[config.mk]
export PLATFORM = sky130hd
export DESIGN_NAME = cdtf_ram
export DESIGN_NICKNAME = d
export VERILOG_FILES = /design/src/call_depth_trace_filter_macros.svh /design/src/cdtf_ram.sv
export SDC_FILE = /design/constraint.sdc
export NUM_CORES = 1
export LEC_CHECK = 0
export BUFFER_PORTS_ARGS = -buffer_cell sky130_fd_sc_hd__buf_4
export CAP_MARGIN = 10
export CORE_AREA = 2 2 148 150
export DETAILED_ROUTE_END_ITERATION = 8
export DIE_AREA = 0 0 150 152
export GPL_ROUTABILITY_DRIVEN = 0
export HOLD_SLACK_MARGIN = 0.02
export SYNTH_ARGS = -nofsm -noshare
export SYNTH_HDL_FRONTEND = slang
export SYNTH_SLANG_ARGS = --single-unit
[constraint.sdc]
create_clock -name clk -period 3.3 [get_ports clk]
set_clock_uncertainty 0.2 [all_clocks]
set_input_delay 0.33 -clock clk [delete_from_list [all_inputs] [get_ports clk]]
set_output_delay 0.33 -clock clk [all_outputs]
set_load 0.01 [all_outputs]
[src/call_depth_trace_filter_macros.svh]
`ifndef CALL_DEPTH_TRACE_FILTER_MACROS_SVH
`define CALL_DEPTH_TRACE_FILTER_MACROS_SVH

// same-cycle implication, sampled on clk, off while rst_n is low
`define CDTF_ASSERT_NOW(label, ante, cons, msg) \
    label: assert property (@(posedge clk) disable iff (!rst_n) (ante) |-> (cons)) \
        else $error(msg);

// next-cycle implication
`define CDTF_ASSERT_NEXT(label, ante, cons, msg) \
    label: assert property (@(posedge clk) disable iff (!rst_n) (ante) |=> (cons)) \
        else $error(msg);

`endif

[src/cdtf_ram.sv]
module cdtf_ram #(
    parameter int WIDTH = 8,
    parameter int DEPTH = 16,
    localparam int AW = (DEPTH > 1) ? $clog2(DEPTH) : 1
) (
    input  logic             clk,
    input  logic             we,
    input  logic [AW-1:0]    waddr,
    input  logic [WIDTH-1:0] wdata,
    input  logic             re,
    input  logic [AW-1:0]    raddr,
    output logic [WIDTH-1:0] rdata
);

    logic [WIDTH-1:0] mem [DEPTH];

    always_ff @(posedge clk)
    begin
        if (we)
        begin
            mem[waddr] <= wdata;
        end
        if (re)
        begin
            rdata <= mem[raddr];
        end
    end

endmodule

==> out/results.tsv <==
stage	metric	value	unit
power	sequential power share	0.494	
critical_path	Worst Path Required	3.24	ns
detailed_routing	Antenna Nets Post-Route	0	
timing	Final Critical Period	1.89	ns
power	Power Internal	3.20	mW
floorplanning	die height	152	um
detailed_routing	Pre-antenna DRT Iters	4	
critical_path	worst path buffer plus inverter count	1	
critical_path	FF-to-FF setup slack	1.59	ns
timing	Relative slew margins	0.258	
floorplanning	Core Area	0.0214	mm2
critical_path	CP Launch Type	primary input	
power	Comb power frac	0.047	
timing	Hold Violations, Final	0	
synthesis	syn avg cell area	22.8	um2
power	Net Switching	0.765	mW
critical_path	CP Max Fanout	32	
grt	vias in the first global route	2501	
detailed_routing	Post-Route WL	10800	um
placement	IO Port Bufs	26	
critical_path	Critical Path End Type	flip-flop	
timing	fin crit share	0.573	
critical_path	crit path cell chain	buf_4 > mux4_1 > a22oi_1 > nand2_1	
timing	Final Max Tran Viols	0	
grt	first-pass GRT wire length	16000	um
critical_path	Worst R2R Start	mem[1][5]	
clock_network	Clock transition at path regs	0.06	ns
timing	Worst Tran Pin Value	1.11	ns
power	clock power share	0.459	
synthesis	top cells by area, synth	edfxtp_1 (78%), mux4_2 (7.8%), mux4_1 (7.0%)	
synthesis	top cell type's share of synthesized area	0.781	
floorplanning	row count	54	
clock_network	CTS tree	yes	
timing	fmax	0.529	GHz
min_path	hold path depth	1	
timing	Final setup viols	0	
grt	largest net degree at the start of global routing	33	
critical_path	Crit Reg-Reg Endpoint	rdata[5]	
floorplanning	I/O pins	27	
clock_network	clock buffer depth	2	
final_layout	n_diodes	0	
critical_path	r2r worst-path depth	3	
placement	Placed Cells	536	
synthesis	Post-Syn Area	0.00523	mm2
clock_network	CTS Root Cell	clkbuf_16	
flow_run	Max Cap Viol	0	
detailed_routing	DR WL/cell	18.9	um
critical_path	crit-path leading delay family	multiplexers	
power	Pleak	2.09	nW
synthesis	Yosys reg bits	136	
grt	initial antenna violation count	0	
clock_network	Clock Latency Late Sink	0.41	ns
min_path	Hold WC Path Type	primary input to flip-flop	
grt	global route total overflow	0	
min_path	Hold EP	mem[0][0]	
synthesis	Seq/Total Area, Yosys	0.781	
final_layout	nets	298	
critical_path	Crit-path slowest cell	mux4_1	
clock_network	number of clock sinks	136	
final_layout	commonest non-fill, non-tap cell in the layout	edfxtp_1	
run_status	status	finished, final reports clean	
synthesis	Yosys Warn Count	0	
min_path	hold path start	wdata[0]	
detailed_routing	DR iter-0 viols	311	
final_layout	# fillers	2078	
clock_network	CTS Buf Count	17	
final_layout	register area	0.00408	mm2
floorplanning	die area	0.0228	mm2
synthesis	cell taking the most area after synthesis	edfxtp_1	
power	power density cells	622	mW/mm2
critical_path	CP arrival	1.83	ns
final_layout	Area Growth Syn to Fin	22.0	%
detailed_routing	vias	2462	
synthesis	Syn Nets	248	
final_layout	most frequent cells in the layout	edfxtp_1 (136), buf_4 (37), mux4_2 (18)	
final_layout	layout cells sized above 1	0.284	
power	Sw Share	0.193	
floorplanning	Die Wd	150	um
final_layout	Layout Utilization	0.299	
synthesis	Synth Instances	229	
synthesis	post-synth cell types	18	
floorplanning	Starting Density	0.245	
critical_path	Setup CP Type	primary input to flip-flop	
final_layout	Final Non-Filler Cells	572	
placement	DP HPWL	6760	um
critical_path	crit-path max cell delay	0.63	ns
power	worst IR drop on VDD	0.330	mV
final_layout	multi-input logic area	0.00106	mm2
clock_network	H-tree depth	4	
detailed_routing	vias per cell	4.30	
detailed_routing	Residual DRC	0	
timing	setup tns final	0	ns
grt	GRT Util Overall	0.0991	
timing	RSZ-0062 raised after global routing	no	
sequential cells by signal (all words and copies together) (netlist names):
register	cells
mem	128
rdata	8
area by class of cell:
| class | instances | area share |
|---|---|---|
| Sequential cell | 136 | 0.640 |
| Multi-Input combinational cell | 83 | 0.166 |
| Clock buffer | 20 | 0.0685 |
| Tap cell | 280 | 0.0549 |
| Timing Repair Buffer | 41 | 0.0498 |
| Clock inverter | 12 | 0.0208 |
cells in the mapped netlist:
| library cell | count |
|---|---|
| buf_2 | 3 |
| nand3b_1 | 2 |
| buf_4 | 1 |
| nor3_1 | 4 |
| nand2_1 | 9 |
| nor2_1 | 13 |
| buf_6 | 3 |
| a22oi_1 | 16 |
| or3b_2 | 1 |
| mux4_1 | 14 |
| and2_1 | 1 |
| and2b_1 | 1 |
| edfxtp_1 | 136 |
| mux4_2 | 18 |
| nand3_1 | 1 |
| nor2b_1 | 1 |
| nand2b_1 | 2 |
| clkdlybuf4s25_2 | 3 |
per-layer routing:
| layer | part of all wire | track usage | up-vias |
|---|---|---|---|
| li1 | - | - | 1082 |
| met1 | 0.44 | 0.143 | 1272 |
| met2 | 0.46 | 0.141 | 96 |
| met3 | 0.087 | 0.0297 | 12 |
| met4 | 0.014 | 0.0364 | 0 |
| met5 | 0 | 0 | - |
power groups by stage:
stage | sequential [mW] | clock [mW] | combinational (mW)
5_1_grt | 1.96 | 1.92 | 0.202
6_report | 1.96 | 1.82 | 0.186
3_5_place_dp | 2.00 | 0 | 0.185
3_3_place_gp | 1.99 | 0 | 0.181
2_1_floorplan | 1.99 | 0 | 0.0982
4_1_cts | 1.96 | 1.84 | 0.189
cell families (layout without fill, tap and decap cells):
kind of cell,Yosys count,in the layout,share of synthesized area
compound gates,16,16,0.0230
buf+inv,10,73,0.0165
flops,136,136,0.781
mux,32,32,0.148
simple gates,35,35,0.0314
per-stage QoR:
step           cell area [um2]  total power, mW  hold WS [ns]  setup WS (ns)
2_1_floorplan             5230             2.09         0.229           1.28
3_3_place_gp              5770             2.17         0.428          0.953
3_5_place_dp              5770             2.18         0.442          0.950
4_1_cts                   6380             3.99        0.0210           1.38
5_1_grt                   6380             4.09        0.0348           1.35
6_report                  6380             3.97        0.0309           1.41
timing repair:
action / in CTS / in global routing
buffers inserted: 0 / 0
resized for setup: 0 / 0
hold buffers: 4 / 0
hold endpoints to repair: 49 / 0
worst max path at each step:
stage                     startpoint  depth (start not counted)   endpoint
final                       raddr[0]                          4   rdata[0]
after global routing        raddr[0]                          4   rdata[5]
after CTS                   raddr[0]                          4   rdata[5]
after detailed placement    raddr[0]                          4   rdata[5]
after global placement      raddr[0]                          4   rdata[5]
after floorplan             waddr[2]                          2  mem[0][0]
Note: power is estimated with default switching activity, not from simulation.
